--- src/sv/iirtf_pkg.sv ---
// Package for the three-form IIR biquad: types, codes and the step sequence table.
package iirtf_pkg;

  localparam int FILTER_ORDER = 2;

  localparam int SAMPLE_W = 16;
  localparam int COEF_W   = 32;
  localparam int HIST_W   = 48;
  localparam int ACC_W    = 56;
  localparam int PROD_W   = 57;
  localparam int LO_W     = 34;
  localparam int TERM_W   = 54;
  localparam int STEP_W   = 4;
  localparam int REG_IDX_W = 3;

  // filter_form codes
  localparam logic [1:0] FORM_DF1   = 2'd0;
  localparam logic [1:0] FORM_DF2   = 2'd1;
  localparam logic [1:0] FORM_DF2T  = 2'd2;
  localparam logic [1:0] FORM_SPARE = 2'd3;

  // register indexes
  localparam logic [REG_IDX_W-1:0] REG_FORM = 3'd0;
  localparam logic [REG_IDX_W-1:0] REG_B0   = 3'd1;
  localparam logic [REG_IDX_W-1:0] REG_B1   = 3'd2;
  localparam logic [REG_IDX_W-1:0] REG_B2   = 3'd3;
  localparam logic [REG_IDX_W-1:0] REG_A1   = 3'd4;
  localparam logic [REG_IDX_W-1:0] REG_A2   = 3'd5;

  // multiply phases
  localparam logic [1:0] PH_LO  = 2'd0;
  localparam logic [1:0] PH_HI  = 2'd1;
  localparam logic [1:0] PH_SUM = 2'd2;
  localparam logic [1:0] PH_ACC = 2'd3;

  localparam logic signed [SAMPLE_W-1:0] SAMPLE_MAX = 16'sh7fff;
  localparam logic signed [SAMPLE_W-1:0] SAMPLE_MIN = 16'sh8000;

  typedef enum logic [0:0] {ST_IDLE, ST_RUN} state_e;

  typedef enum logic [1:0] {OP_LOAD, OP_MUL, OP_SAVE, OP_DONE} op_kind_e;

  typedef enum logic [2:0] {CF_B0, CF_B1, CF_B2, CF_A1, CF_A2} coef_sel_e;

  typedef enum logic [3:0] {
    OPD_ZERO, OPD_XQ, OPD_X1Q, OPD_X2Q, OPD_Y1, OPD_Y2, OPD_D0, OPD_D1, OPD_W, OPD_Y
  } opd_sel_e;

  typedef enum logic [1:0] {DST_W, DST_Y, DST_D0, DST_D1} dst_sel_e;

  typedef struct packed {
    op_kind_e  kind;
    coef_sel_e coef;
    opd_sel_e  opd;
    dst_sel_e  dst;
    logic      neg;       // subtract the product
    logic      two_only;  // second-order term, skipped for a first-order section
  } op_t;

  function automatic op_t op_mk(input op_kind_e kind, input coef_sel_e coef,
                                input opd_sel_e opd, input dst_sel_e dst,
                                input logic neg, input logic two_only);
    op_t op;
    op.kind     = kind;
    op.coef     = coef;
    op.opd      = opd;
    op.dst      = dst;
    op.neg      = neg;
    op.two_only = two_only;
    return op;
  endfunction

  function automatic op_t op_ld(input opd_sel_e opd, input logic two_only);
    return op_mk(OP_LOAD, CF_B0, opd, DST_W, 1'b0, two_only);
  endfunction

  function automatic op_t op_mul(input coef_sel_e coef, input opd_sel_e opd,
                                 input logic neg, input logic two_only);
    return op_mk(OP_MUL, coef, opd, DST_W, neg, two_only);
  endfunction

  function automatic op_t op_sv(input dst_sel_e dst, input logic two_only);
    return op_mk(OP_SAVE, CF_B0, OPD_ZERO, dst, 1'b0, two_only);
  endfunction

  function automatic op_t op_done();
    return op_mk(OP_DONE, CF_B0, OPD_ZERO, DST_W, 1'b0, 1'b0);
  endfunction

  // Step program for each form; the last step hands off the result and commits history for the direct forms.
  function automatic op_t seq_op(input logic [1:0] form, input logic [STEP_W-1:0] step);
    op_t op;
    op = op_done();
    unique case (form) inside
      FORM_DF1: begin
        unique case (step)
          4'd0:    op = op_ld(OPD_ZERO, 1'b0);
          4'd1:    op = op_mul(CF_B0, OPD_XQ,  1'b0, 1'b0);
          4'd2:    op = op_mul(CF_B1, OPD_X1Q, 1'b0, 1'b0);
          4'd3:    op = op_mul(CF_A1, OPD_Y1,  1'b1, 1'b0);
          4'd4:    op = op_mul(CF_B2, OPD_X2Q, 1'b0, 1'b1);
          4'd5:    op = op_mul(CF_A2, OPD_Y2,  1'b1, 1'b1);
          4'd6:    op = op_sv(DST_Y, 1'b0);
          default: op = op_done();
        endcase
      end
      FORM_DF2: begin
        unique case (step)
          4'd0:    op = op_ld(OPD_XQ, 1'b0);
          4'd1:    op = op_mul(CF_A1, OPD_D0, 1'b1, 1'b0);
          4'd2:    op = op_mul(CF_A2, OPD_D1, 1'b1, 1'b1);
          4'd3:    op = op_sv(DST_W, 1'b0);
          4'd4:    op = op_ld(OPD_ZERO, 1'b0);
          4'd5:    op = op_mul(CF_B1, OPD_D0, 1'b0, 1'b0);
          4'd6:    op = op_mul(CF_B2, OPD_D1, 1'b0, 1'b1);
          4'd7:    op = op_mul(CF_B0, OPD_W,  1'b0, 1'b0);
          4'd8:    op = op_sv(DST_Y, 1'b0);
          default: op = op_done();
        endcase
      end
      FORM_DF2T, FORM_SPARE: begin
        unique case (step)
          4'd0:    op = op_ld(OPD_D0, 1'b0);
          4'd1:    op = op_mul(CF_B0, OPD_XQ, 1'b0, 1'b0);
          4'd2:    op = op_sv(DST_Y, 1'b0);
          4'd3:    op = op_ld(OPD_ZERO, 1'b0);
          4'd4:    op = op_ld(OPD_D1, 1'b1);
          4'd5:    op = op_mul(CF_B1, OPD_XQ, 1'b0, 1'b0);
          4'd6:    op = op_mul(CF_A1, OPD_Y,  1'b1, 1'b0);
          4'd7:    op = op_sv(DST_D0, 1'b0);
          4'd8:    op = op_ld(OPD_ZERO, 1'b1);
          4'd9:    op = op_mul(CF_B2, OPD_XQ, 1'b0, 1'b1);
          4'd10:   op = op_mul(CF_A2, OPD_Y,  1'b1, 1'b1);
          4'd11:   op = op_sv(DST_D1, 1'b1);
          default: op = op_done();
        endcase
      end
      default: op = op_done();
    endcase
    return op;
  endfunction

  // Clamp the accumulator to the signed 48-bit range.
  function automatic logic signed [HIST_W-1:0] sat48(input logic signed [ACC_W-1:0] v);
    logic fits;
    fits = (v[ACC_W-1:HIST_W-1] == '0) || (v[ACC_W-1:HIST_W-1] == '1);
    if (fits) begin
      return v[HIST_W-1:0];
    end else if (v[ACC_W-1]) begin
      return {1'b1, {(HIST_W-1){1'b0}}};
    end else begin
      return {1'b0, {(HIST_W-1){1'b1}}};
    end
  endfunction

endpackage

--- src/sv/iir_filter_three_forms_top.sv ---
// Top level of the three-form IIR biquad with one shared multiplier and a step sequencer.
//
//  port group      dir  width  contents
//  s_axis_*        in   16     sample_in
//  m_axis_*        out  16+1   sample_out in tdata, clipped in tuser
//  cfg_*           in   3+32   register index, write data
//
// An accepted item runs the form's step program; the next item is taken only after
// its hand-off, once the block is back in idle.
// Each product runs on the single 32x25 multiplier in phases (low half, high half,
// combine, accumulate), and the form's step program sets how many products there are.
// Reset clears configuration to its defaults and all history to zero.
// A result still held at the output stalls the hand-off step of the next item only.
module iir_filter_three_forms_top (
  input  logic        clk_i,
  input  logic        rst_ni,
  input  logic        s_axis_tvalid_i,
  output logic        s_axis_tready_o,
  input  logic [15:0] s_axis_tdata_i,   // [15:0] sample_in
  output logic        m_axis_tvalid_o,
  input  logic        m_axis_tready_i,
  output logic [15:0] m_axis_tdata_o,   // [15:0] sample_out
  output logic [0:0]  m_axis_tuser_o,   // [0] clipped
  input  logic        cfg_we_i,
  input  logic [2:0]  cfg_index_i,
  input  logic [31:0] cfg_data_i
);

  iirtf_pkg::state_e state_q, state_d;
  logic [iirtf_pkg::STEP_W-1:0] step_q;
  logic [1:0] phase_q;

  logic [1:0] form_q;
  logic signed [iirtf_pkg::COEF_W-1:0] b0_q, b1_q, b2_q, a1_q, a2_q;

  logic signed [iirtf_pkg::SAMPLE_W-1:0] x_q, xh1_q, xh2_q;
  logic signed [iirtf_pkg::HIST_W-1:0]   yh1_q, yh2_q, d0_q, d1_q, w_q, y_q;

  logic signed [iirtf_pkg::PROD_W-1:0] prod_q;
  logic signed [iirtf_pkg::LO_W-1:0]   lo_q;
  logic signed [iirtf_pkg::TERM_W-1:0] term_q;
  logic signed [iirtf_pkg::ACC_W-1:0]  acc_q;

  logic        out_valid_q;
  logic [15:0] out_data_q;
  logic        out_clip_q;

  iirtf_pkg::op_t cur_op;
  logic skip, run, out_free, accept;
  logic do_load, do_mul, do_save, do_done;

  logic signed [iirtf_pkg::HIST_W-1:0] opd;
  logic signed [iirtf_pkg::COEF_W-1:0] coef;
  logic signed [24:0]                  mul_b;
  logic signed [iirtf_pkg::PROD_W-1:0] mul_p;
  logic signed [57:0]                  lo_sum, hi_sum;
  logic signed [iirtf_pkg::ACC_W-1:0]  acc_next;
  logic signed [iirtf_pkg::HIST_W-1:0] acc_sat;
  logic signed [48:0]                  rnd;
  logic signed [32:0]                  r_full;
  logic [15:0]                         res_data;
  logic                                res_clip;

  // ---------------- sequencing ----------------
  assign cur_op   = iirtf_pkg::seq_op(form_q, step_q);
  assign skip     = cur_op.two_only && (iirtf_pkg::FILTER_ORDER < 2);
  assign run      = (state_q == iirtf_pkg::ST_RUN) && !skip;
  assign out_free = !out_valid_q || m_axis_tready_i;
  assign accept   = s_axis_tvalid_i && s_axis_tready_o;

  assign do_load = run && (cur_op.kind == iirtf_pkg::OP_LOAD);
  assign do_mul  = run && (cur_op.kind == iirtf_pkg::OP_MUL);
  assign do_save = run && (cur_op.kind == iirtf_pkg::OP_SAVE);
  assign do_done = run && (cur_op.kind == iirtf_pkg::OP_DONE) && out_free;

  always_comb begin
    state_d = state_q;
    unique case (state_q)
      iirtf_pkg::ST_IDLE: if (accept) state_d = iirtf_pkg::ST_RUN;
      iirtf_pkg::ST_RUN:  if (do_done) state_d = iirtf_pkg::ST_IDLE;
      default:            state_d = iirtf_pkg::ST_IDLE;
    endcase
  end

  always_comb begin
    s_axis_tready_o = 1'b0;
    unique case (state_q)
      iirtf_pkg::ST_IDLE: s_axis_tready_o = 1'b1;
      iirtf_pkg::ST_RUN:  s_axis_tready_o = 1'b0;
      default:            s_axis_tready_o = 1'b0;
    endcase
  end

  // ---------------- operand and coefficient select ----------------
  always_comb begin
    unique case (cur_op.opd)
      iirtf_pkg::OPD_ZERO: opd = '0;
      iirtf_pkg::OPD_XQ:   opd = {{16{x_q[15]}}, x_q, 16'h0000};
      iirtf_pkg::OPD_X1Q:  opd = {{16{xh1_q[15]}}, xh1_q, 16'h0000};
      iirtf_pkg::OPD_X2Q:  opd = {{16{xh2_q[15]}}, xh2_q, 16'h0000};
      iirtf_pkg::OPD_Y1:   opd = yh1_q;
      iirtf_pkg::OPD_Y2:   opd = yh2_q;
      iirtf_pkg::OPD_D0:   opd = d0_q;
      iirtf_pkg::OPD_D1:   opd = d1_q;
      iirtf_pkg::OPD_W:    opd = w_q;
      iirtf_pkg::OPD_Y:    opd = y_q;
      default:             opd = '0;
    endcase
  end

  always_comb begin
    unique case (cur_op.coef)
      iirtf_pkg::CF_B0: coef = b0_q;
      iirtf_pkg::CF_B1: coef = b1_q;
      iirtf_pkg::CF_B2: coef = b2_q;
      iirtf_pkg::CF_A1: coef = a1_q;
      iirtf_pkg::CF_A2: coef = a2_q;
      default:          coef = b0_q;
    endcase
  end

  // ---------------- shared multiplier and accumulate ----------------
  // Low 24 bits go in unsigned, high 24 bits signed; the halves are recombined with
  // the rounding constant folded into the low product.
  assign mul_b   = (phase_q == iirtf_pkg::PH_LO) ? $signed({1'b0, opd[23:0]})
                                                 : $signed({opd[47], opd[47:24]});
  assign mul_p   = coef * mul_b;
  assign lo_sum  = 58'(prod_q) + 58'sd134217728;
  assign hi_sum  = 58'(prod_q) + 58'(lo_q);
  assign acc_next = cur_op.neg ? (acc_q - 56'(term_q)) : (acc_q + 56'(term_q));
  assign acc_sat  = iirtf_pkg::sat48(acc_q);

  // ---------------- output rounding ----------------
  always_comb begin
    rnd    = 49'(y_q) + 49'sd32768;
    r_full = 33'(rnd >>> 16);
    if ((r_full[32:15] == '0) || (r_full[32:15] == '1)) begin
      res_data = r_full[15:0];
      res_clip = 1'b0;
    end else if (r_full[32]) begin
      res_data = iirtf_pkg::SAMPLE_MIN;
      res_clip = 1'b1;
    end else begin
      res_data = iirtf_pkg::SAMPLE_MAX;
      res_clip = 1'b1;
    end
  end

  // ---------------- control and state registers ----------------
  always_ff @(posedge clk_i or negedge rst_ni) begin
    if (!rst_ni) begin
      state_q     <= iirtf_pkg::ST_IDLE;
      step_q      <= '0;
      phase_q     <= iirtf_pkg::PH_LO;
      out_valid_q <= 1'b0;
    end else begin
      state_q <= state_d;
      if (accept) begin
        step_q  <= '0;
        phase_q <= iirtf_pkg::PH_LO;
      end else if (state_q == iirtf_pkg::ST_RUN) begin
        if (skip || do_load || do_save) begin
          step_q <= step_q + 1'b1;
        end else if (do_mul) begin
          phase_q <= phase_q + 1'b1;
          if (phase_q == iirtf_pkg::PH_ACC) step_q <= step_q + 1'b1;
        end else if (do_done) begin
          step_q <= '0;
        end
      end
      if (do_done) begin
        out_valid_q <= 1'b1;
      end else if (m_axis_tready_i) begin
        out_valid_q <= 1'b0;
      end
    end
  end

  always_ff @(posedge clk_i or negedge rst_ni) begin
    if (!rst_ni) begin
      form_q <= iirtf_pkg::FORM_DF2;
      b0_q   <= 32'sh1000_0000;
      b1_q   <= '0;
      b2_q   <= '0;
      a1_q   <= '0;
      a2_q   <= '0;
    end else if (cfg_we_i) begin
      unique case (cfg_index_i)
        iirtf_pkg::REG_FORM: form_q <= cfg_data_i[1:0];
        iirtf_pkg::REG_B0:   b0_q   <= cfg_data_i;
        iirtf_pkg::REG_B1:   b1_q   <= cfg_data_i;
        iirtf_pkg::REG_B2:   b2_q   <= cfg_data_i;
        iirtf_pkg::REG_A1:   a1_q   <= cfg_data_i;
        iirtf_pkg::REG_A2:   a2_q   <= cfg_data_i;
        default: ;
      endcase
    end
  end

  // History: partial sums of the transposed form land mid-program, the rest at hand-off.
  always_ff @(posedge clk_i or negedge rst_ni) begin
    if (!rst_ni) begin
      xh1_q <= '0;
      xh2_q <= '0;
      yh1_q <= '0;
      yh2_q <= '0;
      d0_q  <= '0;
      d1_q  <= '0;
    end else begin
      if (do_save && (cur_op.dst == iirtf_pkg::DST_D0)) d0_q <= acc_sat;
      if (do_save && (cur_op.dst == iirtf_pkg::DST_D1)) d1_q <= acc_sat;
      if (do_done) begin
        case (form_q) inside
          iirtf_pkg::FORM_DF1: begin
            xh1_q <= x_q;
            xh2_q <= xh1_q;
            yh1_q <= y_q;
            yh2_q <= yh1_q;
          end
          iirtf_pkg::FORM_DF2: begin
            d0_q <= w_q;
            d1_q <= d0_q;
          end
          default: ;
        endcase
      end
    end
  end

  // ---------------- datapath registers ----------------
  always_ff @(posedge clk_i) begin
    if (accept) x_q <= s_axis_tdata_i;
    if (do_mul) begin
      unique case (phase_q)
        iirtf_pkg::PH_LO:  prod_q <= mul_p;
        iirtf_pkg::PH_HI: begin
          prod_q <= mul_p;
          lo_q   <= 34'(lo_sum >>> 24);
        end
        iirtf_pkg::PH_SUM: term_q <= 54'(hi_sum >>> 4);
        iirtf_pkg::PH_ACC: acc_q  <= acc_next;
        default: ;
      endcase
    end
    if (do_load) acc_q <= 56'(opd);
    if (do_save && (cur_op.dst == iirtf_pkg::DST_W)) w_q <= acc_sat;
    if (do_save && (cur_op.dst == iirtf_pkg::DST_Y)) y_q <= acc_sat;
    if (do_done) begin
      out_data_q <= res_data;
      out_clip_q <= res_clip;
    end
  end

  assign m_axis_tvalid_o   = out_valid_q;
  assign m_axis_tdata_o    = out_data_q;
  assign m_axis_tuser_o[0] = out_clip_q;

  // ---------------- assertions ----------------
  a_accept_starts: assert property (@(posedge clk_i) disable iff (!rst_ni)
    accept |=> (state_q == iirtf_pkg::ST_RUN) && (step_q == '0) && (phase_q == iirtf_pkg::PH_LO))
    else $error("accepted item did not start the step program");

  a_result_from_done: assert property (@(posedge clk_i) disable iff (!rst_ni)
    $rose(m_axis_tvalid_o) |-> $past(do_done))
    else $error("result raised outside the hand-off step");

  a_phase_in_mul: assert property (@(posedge clk_i) disable iff (!rst_ni)
    (phase_q != iirtf_pkg::PH_LO) |-> ((state_q == iirtf_pkg::ST_RUN) &&
                                       (cur_op.kind == iirtf_pkg::OP_MUL)))
    else $error("multiply phase left mid-product");

  a_clip_at_limit: assert property (@(posedge clk_i) disable iff (!rst_ni)
    (m_axis_tvalid_o && m_axis_tuser_o[0]) |->
      ((m_axis_tdata_o == 16'h7fff) || (m_axis_tdata_o == 16'h8000)))
    else $error("clipped result not at a limit");

endmodule

--- config.mk ---
export PLATFORM = sky130hd
export DESIGN_NAME = iir_filter_three_forms_top
export DESIGN_NICKNAME = d
export VERILOG_FILES = /design/src/sv/iirtf_pkg.sv /design/src/sv/iir_filter_three_forms_top.sv
export SDC_FILE = /design/constraint.sdc
export NUM_CORES = 2
export LEC_CHECK = 0
export BUFFER_PORTS_ARGS = -buffer_cell sky130_fd_sc_hd__buf_2
export CAP_MARGIN = 20
export CORE_MARGIN = 2
export CORE_UTILIZATION = 56
export CTS_CLUSTER_DIAMETER = 120
export DETAILED_ROUTE_END_ITERATION = 16
export GPL_ROUTABILITY_DRIVEN = 0
export PLACE_DENSITY = 0.72
export SLEW_MARGIN = 20
export SYNTH_ARGS = -nofsm -noshare
export SYNTH_HDL_FRONTEND = slang
export SYNTH_SLANG_ARGS = --single-unit
--- constraint.sdc ---
create_clock -name clk_i -period 29.3 [get_ports clk_i]
set_clock_uncertainty 0.15 [all_clocks]
set_input_delay 1.465 -clock clk_i [delete_from_list [all_inputs] [get_ports clk_i]]
set_output_delay 1.465 -clock clk_i [all_outputs]
set_load 0.1 [all_outputs]
==> results.md <==
- Run status: complete, no violations
- Highest Clock Rate: ~84 MHz
- Pin count of the biggest net entering global routing: ~120
- Slowest CP cell: mux2_2
- Final critical-path required period: approximately 12 ns
- Overall via count from detail_route: about 50000
- Synthesized area per cell: roughly 9.9 sq um
- List of most frequent post-synthesis cells: 953 x inv_1, 821 x fa_1, 795 x nand2_1, 516 x nor2_1, 392 x dfrtp_1
- Post-synthesis register bit count: 724
- Clock-pin slew of the registers on the worst-case setup and hold paths: roughly 0.06 ns
- Number of DRC markers in iteration 0: 4664
- Mux cell area share after synthesis: 0.0655
- Post-route antenna net violation count: 0
- Clk sink count: about 720
- Combinational family with the most area after synthesis: adder cells
- Setup total negative slack: 0 ns
- Met2 track demand over resource: 0.514
- Number of endpoints with negative hold slack in the final report: 0
- Worst R2R End: prod_q[56]
- Most numerous cell in the Yosys netlist: inv_1
- Half-perimeter wire length of the detailed placement result: between 100 and 150 mm
- Compound-gate portion of the synthesized area: 0.112
- Share of Yosys cell area claimed by the top area cell type: 0.246
- Number of core rows: between 100 and 150
- Starting Density: 0.565
- CP max FO: 40
- Number of hold-repair buffers added at the cts stage: 0
- Startpoint of the tightest hold check path: w_q[1]
- Top-level port count: 75
- Maximum Capacitance Violations: 0
- Clock tree from TritonCTS: built
- Gates resized, CTS repair: 0
- Setup Crit Path Kind: reg -> reg
- Synthesized area: roughly 67000 sq um
- Global router's overall resource usage: 0.318
- Cell count after synthesis: between 6000 and 7000
- CTS max path bufs: 3
- Path type of the worst min-delay path: reg -> reg
- Signed area change from the synthesized netlist to the final layout: 6.70%
- Post-detailed-routing wire length: between 150 and 200 mm
- Global-route met1 utilization: 0.395
- Final standard cell area without fillers: 71300 sq um
- Routed via count divided by cell count: 6.11
- YS warnings: 0
- Number of global-route vias before repair: between 50000 and 60000
- Number of I/O port buffers: 74
- Wire length of the first global-routing pass: 298 mm
- Dominant cells by area after synthesis: fa_1 25%, edfxtp_1 15%, dfrtp_1 15%, mux2_2 5.6%, inv_1 5.4%
- Max H-tree Level: 3
- Pre-antenna DRT Iters: 9
- Data required time of the critical path: roughly 30 ns
- Core ar.: roughly 120000 sq um
- Post-layout net count: 7788
- Post-route DRC violation count: 0
- Number of synthesized flops with an enable pin: 330
- Reg-to-Reg Start: step_q[0]
- Layout cell share with drive strength beyond 1: 0.113
- Number of antenna violations at the first check in global routing: 3
- Worst skew pair latency: 0.69 ns
- Number of distinct library cell variants in the gate-level netlist after synthesis: between 100 and 150
- CP startpoint kind: flop
- Setup repair after global routing missed its margin: no
- Final Cycle Share: 0.408
- Final slew viol count: 0
- Total die area: about 120000 sq um
- WL/cell: about 23 um
- Worst Hold Endpoint: d0_q[1]
- Width of the die: 350 um
- Xor and xnor area share after synthesis: 0.0343
- Crit path top cell by count: fa_1
- Setup Buffers After CTS: 0
- Most heavily used metal layer in global routing: met2
- Transition time at the pin with the least slew margin: approximately 1.1 ns
- Worst slew margin: 0.241
- Nets in the synthesized netlist: a little under 8000
- Post-synthesis adder-cell area fraction: 0.298
- Cell accounting for the most synthesized area: fa_1
- Cell chosen for the clock root: clkbuf_16
- Simple-gate share of the synthesized area: 0.116
- Top_reg_cell synth: dfrtp_1
- GR Util met3: 0.0545
- Depth of the worst register-to-register path: 35
- Total grt overflow: 0
- Fraction of registers with async set/reset: 0.544
- Data arrival at the endpoint of the critical path: approximately 12 ns
- Number of buffers created by CTS: 78
- Vert. Die Dim: about 350 um
- Post-place instance area: between 60000 and 70000 sq um
- Endpoint class of the critical path: flop
- Number of fill cells: between 9000 and 10000
- Sequential-to-total area share from yosys stat: 0.296
- Setup violation total in the final timing report: 0
- Count of cells along the worst hold path: 2
- Reg2reg setup slack: 17.34 ns
- Worst path max stage delay: around 0.87 ns
## cell families (layout without fill, tap and decap cells)
group                      Yosys count  after routing
and+or+nand+nor                   1759           1759
adders and majority gates         1102           1102
AOI/OAI and AO/OA                 1195           1195
DFF                                724            724
other                                0              2
buffers and inverters             1306           1268
muxes                              387            387
xor gates and xnor gates           262            262
## how the worst max path moves through the flow
| stage | start | to | slack [ns] | depth (start not counted) |
|---|---|---|---|---|
| final | step_q[0] | prod_q[56] | 17.34 | 35 |
| after global routing | step_q[0] | prod_q[48] | 16.88 | 34 |
| after CTS | step_q[0] | prod_q[56] | 17.54 | 35 |
| after detailed placement | step_q[0] | prod_q[56] | 17.60 | 35 |
| after global placement | step_q[0] | prod_q[56] | 17.82 | 37 |
| after floorplan | step_q[0] | prod_q[56] | 19.76 | 36 |
## worst max-delay path, delay by kind of cell, from the launching register on
family | cells | cell delay (ns)
compound gates | 11 | 2.91
buf+inv | 8 | 1.16
mux | 1 | 0.87
simple gates | 5 | 1.64
flops | 1 | 0.46
fa+ha+maj | 9 | 4.29
xor+xnor | 1 | 0.15
## state kept, by name (all words and copies together), names as in the netlist, 32 cells and up
register and cells:
d0_q 48, yh2_q 48, a2_q 32, y_q 48
d1_q 48, acc_q 56, a1_q 32, term_q 54
lo_q 34, b1_q 32, w_q 48, yh1_q 48
b2_q 32, b0_q 32, prod_q 57
## layout by cell type (no fill, tap or decap), types with 78 or more instances in the layout
master | netlist | routed
mux2_2 | 332 | 332
o21ai_0 | 318 | 318
ha_1 | 280 | 279
xnor2_1 | 156 | 156
xor2_1 | 106 | 106
clkbuf_16 | 0 | 78
a21o_1 | 129 | 129
dfrtp_1 | 392 | 392
edfxtp_1 | 330 | 330
inv_1 | 953 | 953
nor2_1 | 516 | 507
a21oi_1 | 337 | 321
nand2_1 | 795 | 794
buf_4 | 11 | 91
fa_1 | 821 | 821
## routing by layer
layer	up-vias	part of all wire
met3	705	0.084
met2	2549	0.47
met4	0	0.079
met1	25106	0.37
met5	-	0
li1	21943	-
## per-stage QoR
| step | util | setup slack (ns) | instances | hold WS (ns) |
|---|---|---|---|---|
| final | 0.603 | 17.34 | 8235 | 0.320 |
| after global routing | 0.603 | 16.88 | 8233 | 0.361 |
| after CTS | 0.603 | 17.54 | 8231 | 0.317 |
| after detailed placement | 0.580 | 17.60 | 8085 | 0.322 |
| after global placement | 0.580 | 17.82 | 8085 | 0.310 |
| after floorplan | - | 19.76 | 6735 | 0.281 |
## cell type report
class,count,area (sq um),share of cell area
Multi-Input combinational cell,4705,42200,0.592
Clock inverter,43,559,0.00784
Antenna cell,2,5.00,0.0000702
Tap cell,1536,1920,0.0269
Timing Repair Buffer,167,1110,0.0155
Inverter,955,3580,0.0503
Clock buffer,103,2190,0.0306
Sequential cell,724,19800,0.277
Power is left out: the tool's default activity adds up to more than one toggle a clock period on the data nets, which glitch-free logic cannot reach.
